### config.mk
export PLATFORM = sky130hd
export DESIGN_NAME = bf_merge
export DESIGN_NICKNAME = d
export VERILOG_FILES = /design/src/bf_pkg.sv /design/src/bf_merge.sv
export SDC_FILE = /design/constraint.sdc
export NUM_CORES = 1
export LEC_CHECK = 0
export ABC_AREA = 1
export BUFFER_PORTS_ARGS = -buffer_cell sky130_fd_sc_hd__clkbuf_2
export CORE_MARGIN = 2
export CORE_UTILIZATION = 36
export DETAILED_ROUTE_END_ITERATION = 12
export PLACE_DENSITY = 0.73
export SYNTH_ARGS = -nofsm -noshare
export SYNTH_HDL_FRONTEND = slang
export SYNTH_SLANG_ARGS = --single-unit
### constraint.sdc
create_clock -name clock -period 2.9 [get_ports clock]
set_input_delay 0.145 -clock clock [delete_from_list [all_inputs] [get_ports clock]]
set_output_delay 0.145 -clock clock [all_outputs]
set_load 0.005 [all_outputs]
### src/bf_pkg.sv
// bf_pkg: types, operation codes and fixed port widths for the 3x3 box filter.
// No dependencies; imported by the top level, bf_lane, bf_merge and the checker.
package bf_pkg;

   localparam int CSR_W       = 11;   // image_size register width
   localparam int CHAN_PORT_W = 16;   // width of every channel port

   // Request operation codes.
   typedef enum logic {
      OP_PIXEL = 1'b0,
      OP_FLUSH = 1'b1
   } bf_op_type;

   // Window geometry of one request, shared by all channel lanes.
   typedef struct packed {
      logic [2:0] col_ok;   // left, centre, right column inside the image
      logic [2:0] row_ok;   // upper, middle, lower row inside the image
      logic [3:0] count;    // number of pixels in the clipped window
      logic       last;     // final output of the frame
   } bf_win_ctrl_type;

   // Stage loads driven by the pipeline control.
   typedef struct packed {
      logic load_b;
      logic load_c;
   } bf_lane_en_type;

endpackage

### src/bf_merge.sv
// bf_merge: joins the three lane results into one response and holds it.
// Depends on bf_pkg for the channel port width.
module bf_merge
   import bf_pkg::*;
#(
   parameter int CHANNEL_BITS = 16
) (
   input  logic                             clock,
   input  logic                             reset,
   input  logic                             in_valid,
   output logic                             in_ready,
   input  logic [2:0][CHANNEL_BITS-1:0]     lane_q,
   input  logic                             in_last,
   output logic                             rsp_valid,
   input  logic                             rsp_ready,
   output logic [CHAN_PORT_W-1:0]           rsp_out_red,
   output logic [CHAN_PORT_W-1:0]           rsp_out_green,
   output logic [CHAN_PORT_W-1:0]           rsp_out_blue,
   output logic                             rsp_frame_last
);

   logic                   valid_ff, valid_in;
   logic                   load;
   logic [CHAN_PORT_W-1:0] red_ff, green_ff, blue_ff;
   logic                   last_ff;

   assign in_ready = !valid_ff || rsp_ready;
   assign load     = in_valid && in_ready;

   always_comb begin
      if (load) begin
         valid_in = 1'b1;
      end else if (rsp_ready) begin
         valid_in = 1'b0;
      end else begin
         valid_in = valid_ff;
      end
   end

   always_ff @(posedge clock) begin
      if (reset) begin
         valid_ff <= 1'b0;
      end else begin
         valid_ff <= valid_in;
      end
   end

   always_ff @(posedge clock) begin
      if (load) begin
         red_ff   <= CHAN_PORT_W'(lane_q[0]);
         green_ff <= CHAN_PORT_W'(lane_q[1]);
         blue_ff  <= CHAN_PORT_W'(lane_q[2]);
         last_ff  <= in_last;
      end
   end

   assign rsp_valid      = valid_ff;
   assign rsp_out_red    = red_ff;
   assign rsp_out_green  = green_ff;
   assign rsp_out_blue   = blue_ff;
   assign rsp_frame_last = last_ff;

endmodule

==> impl_metrics.csv <==
group,metric,value,unit
clock_network,cts_tree,"done",
worst_setup_path,r2r-end,"rsp_out_green[4]$_DFFE_PP_",
clock_network,clock_sinks,50,
worst_setup_path,cp-end-kind,"register",
synthesis,avgSynthCellArea,27.62,µm²
worst_setup_path,crit_type,"reg -> reg",
worst_hold_path,whs_endpoint,"rsp_out_red[14]$_DFFE_PP_",
worst_setup_path,reg2reg_depth,2,
synthesis,synthXorXnorAreaFrac,0,%
floorplanning,dieArea,4755,µm²
pwr,ir_drop,0.0003517,V
placement,dpl_worst_slack,1.508,ns
synthesis,synthAdderAreaFrac,0,%
layout,nets,227,
worst_setup_path,cp_max_fo,49,
synthesis,syn-cell-area,1519,µm²
grt,overflow,0,
synthesis,ys_ff_latch,50,
synthesis,syn_inst,55,
synthesis,synth-simple-area-share,0.4119,%
sta,worst_pin_slew,0.5759,ns
floorplanning,fp.dieW,68.96,µm
layout,drive_gt1_share,65.71,%
sta,timing.final.ws_setup,1.516,ns
detailed_routing,dr.pass1.iters,4,
synthesis,yosysSeqAreaShare,98.19,%
synthesis,ys_warn_count,0,
synthesis,synth_compound_area_share,0.9061,%
worst_setup_path,reg2reg_from,"rsp_valid$_SDFFE_PP0P_",
clock_network,cts_buffers,5,
run_status,outcome,"complete, no violations",
floorplanning,fp.dieH,68.96,µm
synthesis,syn_nets,108,
floorplanning,start_util,37.70,%
sta,post-route-period-util,47.73,%
floorplanning,boundaryPins,104,
worst_setup_path,arrival,1.32,ns
synthesis,yosys.area.top_type,"edfxtp_1",
pwr,powerDensity,591.6,nW/µm²
synthesis,ys_top_cells_by_area,"edfxtp_1 97%, dfxtp_1 1.3%, a21oi_2 0.58%",
pwr,p_leak,1.007,nW
detailed_routing,routed-via-count,964,
clock_network,clock_latency,0.30,ns
floorplanning,fp-row-count,23,
detailed_routing,antenna_left,0,
clock_network,postCtsSetupBuffers,0,
grt,antenna_found_initial,0,
clock_network,cts.clk_slew.worst_paths,0.09,ns
layout,final_util,56.71,%
worst_setup_path,startpoint_type,"register",
detailed_routing,drt_iter0_drc,28,
grt,track_usage,13.45,%
placement,place_congestion,0.6819,
detailed_routing,viasPerCell,4.284,
sta,hold_violations,0,
clock_network,root_buffer,"clkbuf_8",
sta,max_freq,0.7225,GHz
flow_run,cap_violations,0,
clock_network,cts.path.max_buffers,2,
grt,grt_max_degree,50,
clock_network,h-tree-depth,2,
sta,fin_crit,1.384,ns
synthesis,synth_top_area_share,96.87,%
sta,fin_setup_tns,0,ns
worst_hold_path,worst_hold_path_type,"in -> reg",
synthesis,ys_types,7,
clock_network,ctsResizeCount,0,
sta,fin_worst_skew,0.005312,ns
layout,diodes,0,
layout,area_growth,50.41,%
detailed_routing,drt-wirelength-per-cell,13.90,µm
grt,grt_pass1_wl,4291,µm
worst_setup_path,r2r_setup_slack,1.52,ns
worst_hold_path,whs_path_depth,1,
sta,slew_headroom,61.60,%
placement,port_buffers,103,
sta,slew_violations,0,
placement,dpl.hpwl,2374,µm
detailed_routing,drc,0,
worst_setup_path,crit_required,2.84,ns
layout,fill_cells,338,
detailed_routing,wl,3127,µm
sta,setup_viol,0,
worst_hold_path,hp-start,"lane_q[14]",
sta,rsz0062_at_grt,"false",
sta,fin_hold_ws,0.01702,ns
synthesis,yosys-mux-area-fraction,0,%
synthesis,synth_top_family_by_area,"compound AO/OA/AOI/OAI gates",
floorplanning,core_area,4029,µm²
grt,grt_pass1_vias,966,
## cell type report
| class | count | area, µm² | share of cell area, % |
|---|---|---|---|
| clock buffer | 5 | 68.82 | 3.012 |
| clock inverter | 3 | 20.02 | 0.8762 |
| inverter | 2 | 7.507 | 0.3286 |
| multi-input combinational | 3 | 31.28 | 1.369 |
| sequential | 50 | 1491 | 65.28 |
| tap | 50 | 62.56 | 2.738 |
| timing repair buffer | 112 | 603.1 | 26.40 |
## Yosys cell counts, drive strengths merged
| cell | count |
|---|---|
| edfxtp | 49 |
| inv | 2 |
| a21oi | 2 |
| nand2 | 1 |
| dfxtp | 1 |
## worst max-delay path: stages (launching register included)
cell	delay (ns)
dfxtp_1	0.37
a21oi_4	0.15
buf_4	0.50
## power breakdown
group | internal [mW] | leakage (nW) | switching (mW)
Sequential | 0.843 | 0.482 | 0.0122
Clock | 0.170 | 0.0422 | 0.217
Combinational | 0.0593 | 0.482 | 0.0504
## state kept, by name, summed over array words and instances (netlist names)
name,count
rsp_out_green,16
rsp_valid,1
rsp_out_red,16
rsp_frame_last,1
rsp_out_blue,16
## timing repair
item                                   4_1_cts  5_1_grt
hold buffers                                 1        7
endpoints found under the hold margin        1        7
setup endpoints to repair                    0        0
## per-layer routing
layer / track usage [%] / up-vias / share of wire (%)
met4: 6.618 / 0 / 1.2
li1: - / 454 / -
met2: 22.96 / 67 / 55
met5: 0 / - / 0
met1: 12.50 / 439 / 29
met3: 8.279 / 4 / 14
## worst max-delay path by stage
stage	from	to	slack, ns	depth (start not counted)
floorplan	rsp_valid$_SDFFE_PP0P_	rsp_frame_last$_DFFE_PP_	0.77	1
global placement	rsp_valid$_SDFFE_PP0P_	rsp_out_red[4]$_DFFE_PP_	1.57	2
detailed placement	rsp_valid$_SDFFE_PP0P_	rsp_out_red[5]$_DFFE_PP_	1.51	2
CTS	rsp_valid$_SDFFE_PP0P_	rsp_out_red[0]$_DFFE_PP_	1.50	2
global route	rsp_valid$_SDFFE_PP0P_	rsp_out_green[4]$_DFFE_PP_	1.44	2
finish	rsp_valid$_SDFFE_PP0P_	rsp_out_green[4]$_DFFE_PP_	1.52	2
## cells by family (layout without fill, tap and decap cells)
family	after synthesis	after routing
AOI/OAI and AO/OA	2	2
buffers and inverters	2	122
DFF	50	50
and+or+nand+nor	1	1
## stage by stage
| step | cell area [µm²] | cells | power (mW) |
|---|---|---|---|
| 2_1_floorplan | 1523 | 55 | 0.8933 |
| 3_3_place_gp | 2116 | 209 | 0.9686 |
| 3_5_place_dp | 2116 | 209 | 0.9770 |
| 4_1_cts | 2215 | 218 | 1.367 |
| 5_1_grt | 2285 | 225 | 1.415 |
| 6_report | 2285 | 225 | 1.352 |
## layout by cell type, fill, tap and decap left out
cell | Yosys | routed
clkbuf_2 | 0 | 103
edfxtp_1 | 49 | 49
dlygate4sd3_1 | 0 | 8
clkbuf_8 | 0 | 5
inv_2 | 1 | 1
inv_1 | 1 | 1
a21oi_4 | 0 | 1
nand2_2 | 1 | 1
a21oi_2 | 1 | 1
clkinv_1 | 0 | 1
inv_6 | 0 | 1
clkinvlp_4 | 0 | 1
buf_4 | 0 | 1
dfxtp_1 | 1 | 1
No activity file was read; power rests on OpenSTA's default activity.
