--- src/bf_pkg.sv ---
// bf_pkg: types, operation codes and fixed port widths for the 3x3 box filter.
// No dependencies; imported by the top level, bf_lane, bf_merge and the checker.
package bf_pkg;

   localparam int CSR_W       = 11;   // image_size register width
   localparam int CHAN_PORT_W = 16;   // width of every channel port

   // Request operation codes.
   typedef enum logic {
      OP_PIXEL = 1'b0,
      OP_FLUSH = 1'b1
   } bf_op_type;

   // Window geometry of one request, shared by all channel lanes.
   typedef struct packed {
      logic [2:0] col_ok;   // left, centre, right column inside the image
      logic [2:0] row_ok;   // upper, middle, lower row inside the image
      logic [3:0] count;    // number of pixels in the clipped window
      logic       last;     // final output of the frame
   } bf_win_ctrl_type;

   // Stage loads driven by the pipeline control.
   typedef struct packed {
      logic load_b;
      logic load_c;
   } bf_lane_en_type;

endpackage

--- src/bf_lane.sv ---
// bf_lane: one colour channel; sums the clipped window and divides by its size.
// Depends on bf_pkg for the window control and stage load structs.
module bf_lane
   import bf_pkg::*;
#(
   parameter int CHANNEL_BITS = 16
) (
   input  logic                                 clock,
   input  bf_lane_en_type                       en,
   input  bf_win_ctrl_type                      ctrl,
   input  logic [2:0][2:0][CHANNEL_BITS-1:0]    win,    // [column][row]
   output logic [CHANNEL_BITS-1:0]              quot
);

   localparam int SUM_W  = CHANNEL_BITS + 4;
   localparam int PROD_W = 2 * SUM_W + 1;
   localparam int QD_W   = SUM_W + 4;

   // Truncated reciprocals; the quotient estimate is at most one short.
   localparam logic [SUM_W:0] RECIP_1 = (SUM_W + 1)'(1 << SUM_W);
   localparam logic [SUM_W:0] RECIP_2 = (SUM_W + 1)'((1 << SUM_W) / 2);
   localparam logic [SUM_W:0] RECIP_3 = (SUM_W + 1)'((1 << SUM_W) / 3);
   localparam logic [SUM_W:0] RECIP_4 = (SUM_W + 1)'((1 << SUM_W) / 4);
   localparam logic [SUM_W:0] RECIP_6 = (SUM_W + 1)'((1 << SUM_W) / 6);
   localparam logic [SUM_W:0] RECIP_9 = (SUM_W + 1)'((1 << SUM_W) / 9);

   logic [SUM_W-1:0]  sum_in;
   logic [SUM_W-1:0]  sum_b_ff;
   logic [3:0]        cnt_b_ff;
   logic [SUM_W:0]    recip;
   logic [PROD_W-1:0] prod;
   logic [SUM_W-1:0]  q0_c_ff;
   logic [SUM_W-1:0]  sum_c_ff;
   logic [3:0]        cnt_c_ff;
   logic [QD_W-1:0]   qd;
   logic [SUM_W-1:0]  rem;
   logic [SUM_W-1:0]  quot_full;

   always_comb begin
      sum_in = '0;
      for (int c = 0; c < 3; c++) begin
         for (int r = 0; r < 3; r++) begin
            if (ctrl.col_ok[c] && ctrl.row_ok[r]) begin
               sum_in = sum_in + SUM_W'(win[c][r]);
            end
         end
      end
   end

   always_ff @(posedge clock) begin
      if (en.load_b) begin
         sum_b_ff <= sum_in;
         cnt_b_ff <= ctrl.count;
      end
   end

   always_comb begin
      case (cnt_b_ff)
         4'd2:    recip = RECIP_2;
         4'd3:    recip = RECIP_3;
         4'd4:    recip = RECIP_4;
         4'd6:    recip = RECIP_6;
         4'd9:    recip = RECIP_9;
         default: recip = RECIP_1;
      endcase
   end

   assign prod = PROD_W'(sum_b_ff) * PROD_W'(recip);

   always_ff @(posedge clock) begin
      if (en.load_c) begin
         q0_c_ff  <= prod[2*SUM_W-1:SUM_W];
         sum_c_ff <= sum_b_ff;
         cnt_c_ff <= cnt_b_ff;
      end
   end

   // Bump the estimate when the remainder still holds a whole divisor.
   assign qd        = QD_W'(q0_c_ff) * QD_W'(cnt_c_ff);
   assign rem       = sum_c_ff - qd[SUM_W-1:0];
   assign quot_full = (rem >= SUM_W'(cnt_c_ff)) ? q0_c_ff + SUM_W'(1) : q0_c_ff;
   assign quot      = quot_full[CHANNEL_BITS-1:0];

endmodule

--- config.mk ---
export PLATFORM = sky130hd
export DESIGN_NAME = bf_lane
export DESIGN_NICKNAME = d
export VERILOG_FILES = /design/src/bf_pkg.sv /design/src/bf_lane.sv
export SDC_FILE = /design/constraint.sdc
export NUM_CORES = 1
export LEC_CHECK = 0
export BUFFER_PORTS_ARGS = -buffer_cell sky130_fd_sc_hd__buf_2
export CORE_AREA = 4 4 227 229
export CTS_BUF_LIST = sky130_fd_sc_hd__clkbuf_8
export DETAILED_ROUTE_END_ITERATION = 10
export DIE_AREA = 0 0 231 233
export GPL_ROUTABILITY_DRIVEN = 0
export PLACE_DENSITY_LB_ADDON = 0.08
export RECOVER_POWER = 100
export SYNTH_ARGS = -nofsm -noshare
export SYNTH_HDL_FRONTEND = slang
export SYNTH_SLANG_ARGS = --single-unit
--- constraint.sdc ---
create_clock -name clock -period 17.7 [get_ports clock]
set_input_delay 0.885 -clock clock [delete_from_list [all_inputs] [get_ports clock]]
set_output_delay 0.885 -clock clock [all_outputs]
set_load 0.005 [all_outputs]
==> flow_summary.toml <==
[global_route]
grt_pass1_wl_um = 97480
grt.overflow.total = 0
grt_max_degree = 45
grt_use_total_pct = 22.63
antenna_found_initial = 9
first_global_vias = 18900

[job]
maxCapViolations = 2

[placement]
post-dp-hpwl_um = 52050
port_buffers = 172
place_area_um2 = 23680

[power]
powerDensity_nw_per_um2 = 159.4
leakage_nw = 11.69
ir_drop_mv = 0.1710

[synthesis]
syn_nets = 3299
syn_avg_cell_area_um2 = 8.749
synth_warnings = 0
seq_area_frac_synth_pct = 9.226
ys_types = 75
synth_ff_type = "edfxtp_1"
synth_area_leaders = "fa_1, ha_1, edfxtp_1, inv_1, nand2_1"
synthCells = 2530
synth_seq_cells = 68
synth_edf_count = 68
netlist_area_um2 = 22130
ys_async_sr_fraction_pct = 0
synth_top_area_share_pct = 27.50
yosys.area.top_type = "fa_1"

[timing]
drv_slew = 53
fin_crit_sh_pct = 72.31
worst_pin_slew_ns = 2.484
period_needed_ns = 12.80
fin_skew_ns = 0.008871
fin_setup_tns_ns = 0
fmax_mhz = 78.13
finalSetupViolCount = 0
relSlewSlack_pct = -65.63
grt_setup_unrepaired = "false"
hold_viol = 0

[finish]
finalInstanceArea_um2 = 23840
syn2layout_area_growth_pct = 7.716
layout.nets = 3431
fillers = 4879
drive_gt1_share_pct = 8.402
fin_util_pct = 48.01

[status]
run_status = "complete, but fails checks"
violations = "max-capacitance violations, max-slew violations"

[floorplan]
rows = 82
die_h_um = 233
die-area_um2 = 53820
start_util_pct = 44.57
die_x_um = 231
ioPinCount = 174
coreArea_um2 = 49660

[routing]
wl_per_cell_um = 18.02
firstDrtPassIters = 5
ant_nets = 0
avgViaCountPerCell = 5.348
wirelength_um = 60210
vias = 17870
first_iter_violations = 895
drc = 0

[worst_hold_path]
holdPathStages = 0
min_from = "cnt_b_ff[3]"
hp-class = "reg2reg"

[worst_setup_path]
crit_start = "ctrl[5]"
reg2reg_depth = 29
endpoint_kind = "flip-flop"
worstPathArrival_ns = 12.90
required_ns = 17.80
start_kind = "primary input"
regToRegStartpoint = "cnt_b_ff[3]"
path_max_fanout = 22
path_class = "in2reg"
cp_common_cell = "o21ai_0"
max_stage_delay_ns = 0.73
slowest_stage = "clkbuf_1"

[clock_tree]
cts_sinks = 68
cts_htree_levels = 3
cts-root-buf = "clkbuf_8"
numCtsBuffers = 9
path_clk_slew_ns = 0.08
cts_hold_buffers = 0
ctsResizeCount = 0
post-cts-setup-buffers = 0
clk_latency_ns = 0.35
cts_tree = "built"
clk_path_buf_depth = 2
==> Yosys cell counts, drive strengths merged, types with 16 or more instances <==
| master | instances |
|---|---|
| xnor2 | 114 |
| xor2 | 45 |
| nor2b | 23 |
| a21o | 42 |
| nor2 | 134 |
| o21a | 39 |
| a21oi | 136 |
| edfxtp | 68 |
| and2 | 88 |
| inv | 394 |
| mux2 | 40 |
| fa | 304 |
| ha | 307 |
| nor3 | 28 |
| or3 | 16 |
| a31oi | 23 |
| and3 | 32 |
| clkbuf | 52 |
| nand3 | 37 |
| o21ai | 106 |
| nand2b | 23 |
| a211oi | 22 |
| o211ai | 19 |
| nand2 | 273 |
==> worst paths after layout <==
path	endpoint	slack, ns
min reg2reg	cnt_c_ff[3]	0.60
max reg2reg	q0_c_ff[19]	7.24
max	sum_b_ff[19]	4.90
min	cnt_c_ff[3]	0.60
==> power by group <==
group | switching [W] | internal (W)
logic | 0.00181 | 0.00144
clock network | 0.0000630 | 0.0000788
registers | 0.000122 | 0.000283
==> state kept, by name (all words and copies together) (netlist names) <==
register and cells:
cnt_b_ff 4, sum_c_ff 20, cnt_c_ff 4, sum_b_ff 20
q0_c_ff 20
==> area by class of cell <==
| class | count | area [um^2] | area share (%) |
|---|---|---|---|
| Antenna cell | 3 | 7.507 | 0.03149 |
| Clock buffer | 9 | 123.9 | 0.5195 |
| Clock inverter | 6 | 88.84 | 0.3726 |
| Inverter | 394 | 1479 | 6.203 |
| Multi-Input combinational cell | 2009 | 18370 | 77.05 |
| Sequential cell | 68 | 2042 | 8.565 |
| Tap cell | 672 | 840.8 | 3.527 |
| Timing Repair Buffer | 180 | 889.6 | 3.731 |
==> worst max-delay path: cells and delay by family <==
| kind | cells | cell delay [ns] |
|---|---|---|
| xor gates and xnor gates | 8 | 1.04 |
| AOI/OAI and AO/OA | 25 | 4.59 |
| muxes | 1 | 0.35 |
| buffers and inverters | 2 | 0.81 |
| and+or+nand+nor | 15 | 2.45 |
| adders and majority gates | 9 | 2.76 |
==> per-stage QoR <==
step	worst slack (ns)	hold slack [ns]	cells	total power (W)
2_1_floorplan	6.383	0.4661	2530	0.002882
3_3_place_gp	5.245	0.6004	3323	0.003649
3_5_place_dp	5.101	0.6043	3323	0.003692
4_1_cts	5.429	0.6356	3338	0.003868
5_1_grt	3.816	0.6452	3339	0.004292
6_report	4.901	0.5973	3341	0.003801
==> kinds of logic (layout without fill, tap and decap cells) <==
family / after synthesis / after routing / share of synthesized area [%]
and+or+nand+nor: 697 / 697 / 14.92
adders and majority gates: 613 / 613 / 44.94
AOI/OAI and AO/OA: 489 / 489 / 14.25
buffers and inverters: 453 / 589 / 7.739
xor gates and xnor gates: 159 / 159 / 6.360
DFF: 68 / 68 / 9.226
muxes: 51 / 51 / 2.566
other: 0 / 3 / 0
==> cells in the final DEF (no fill, tap or decap), types with 26 or more instances in the layout <==
cell type,count
nand2_1,273
edfxtp_1,68
xor2_1,45
fa_1,304
o21ai_0,104
xnor2_1,112
nor3_1,26
and2_1,86
nor2_1,134
nand3_1,37
inv_1,394
a21oi_1,136
mux2_2,28
and3_1,32
o21a_1,39
ha_1,307
buf_2,155
a21o_1,42
==> metal layers <==
layer	global-route usage [%]	vias to the layer above	part of all wire (%)
li1	-	8739	-
met1	29.26	8720	44
met2	41.28	336	50
met3	2.718	59	3.9
met4	3.871	12	1.7
met5	0	-	0.14
No activity file was read; power rests on OpenSTA's default activity.
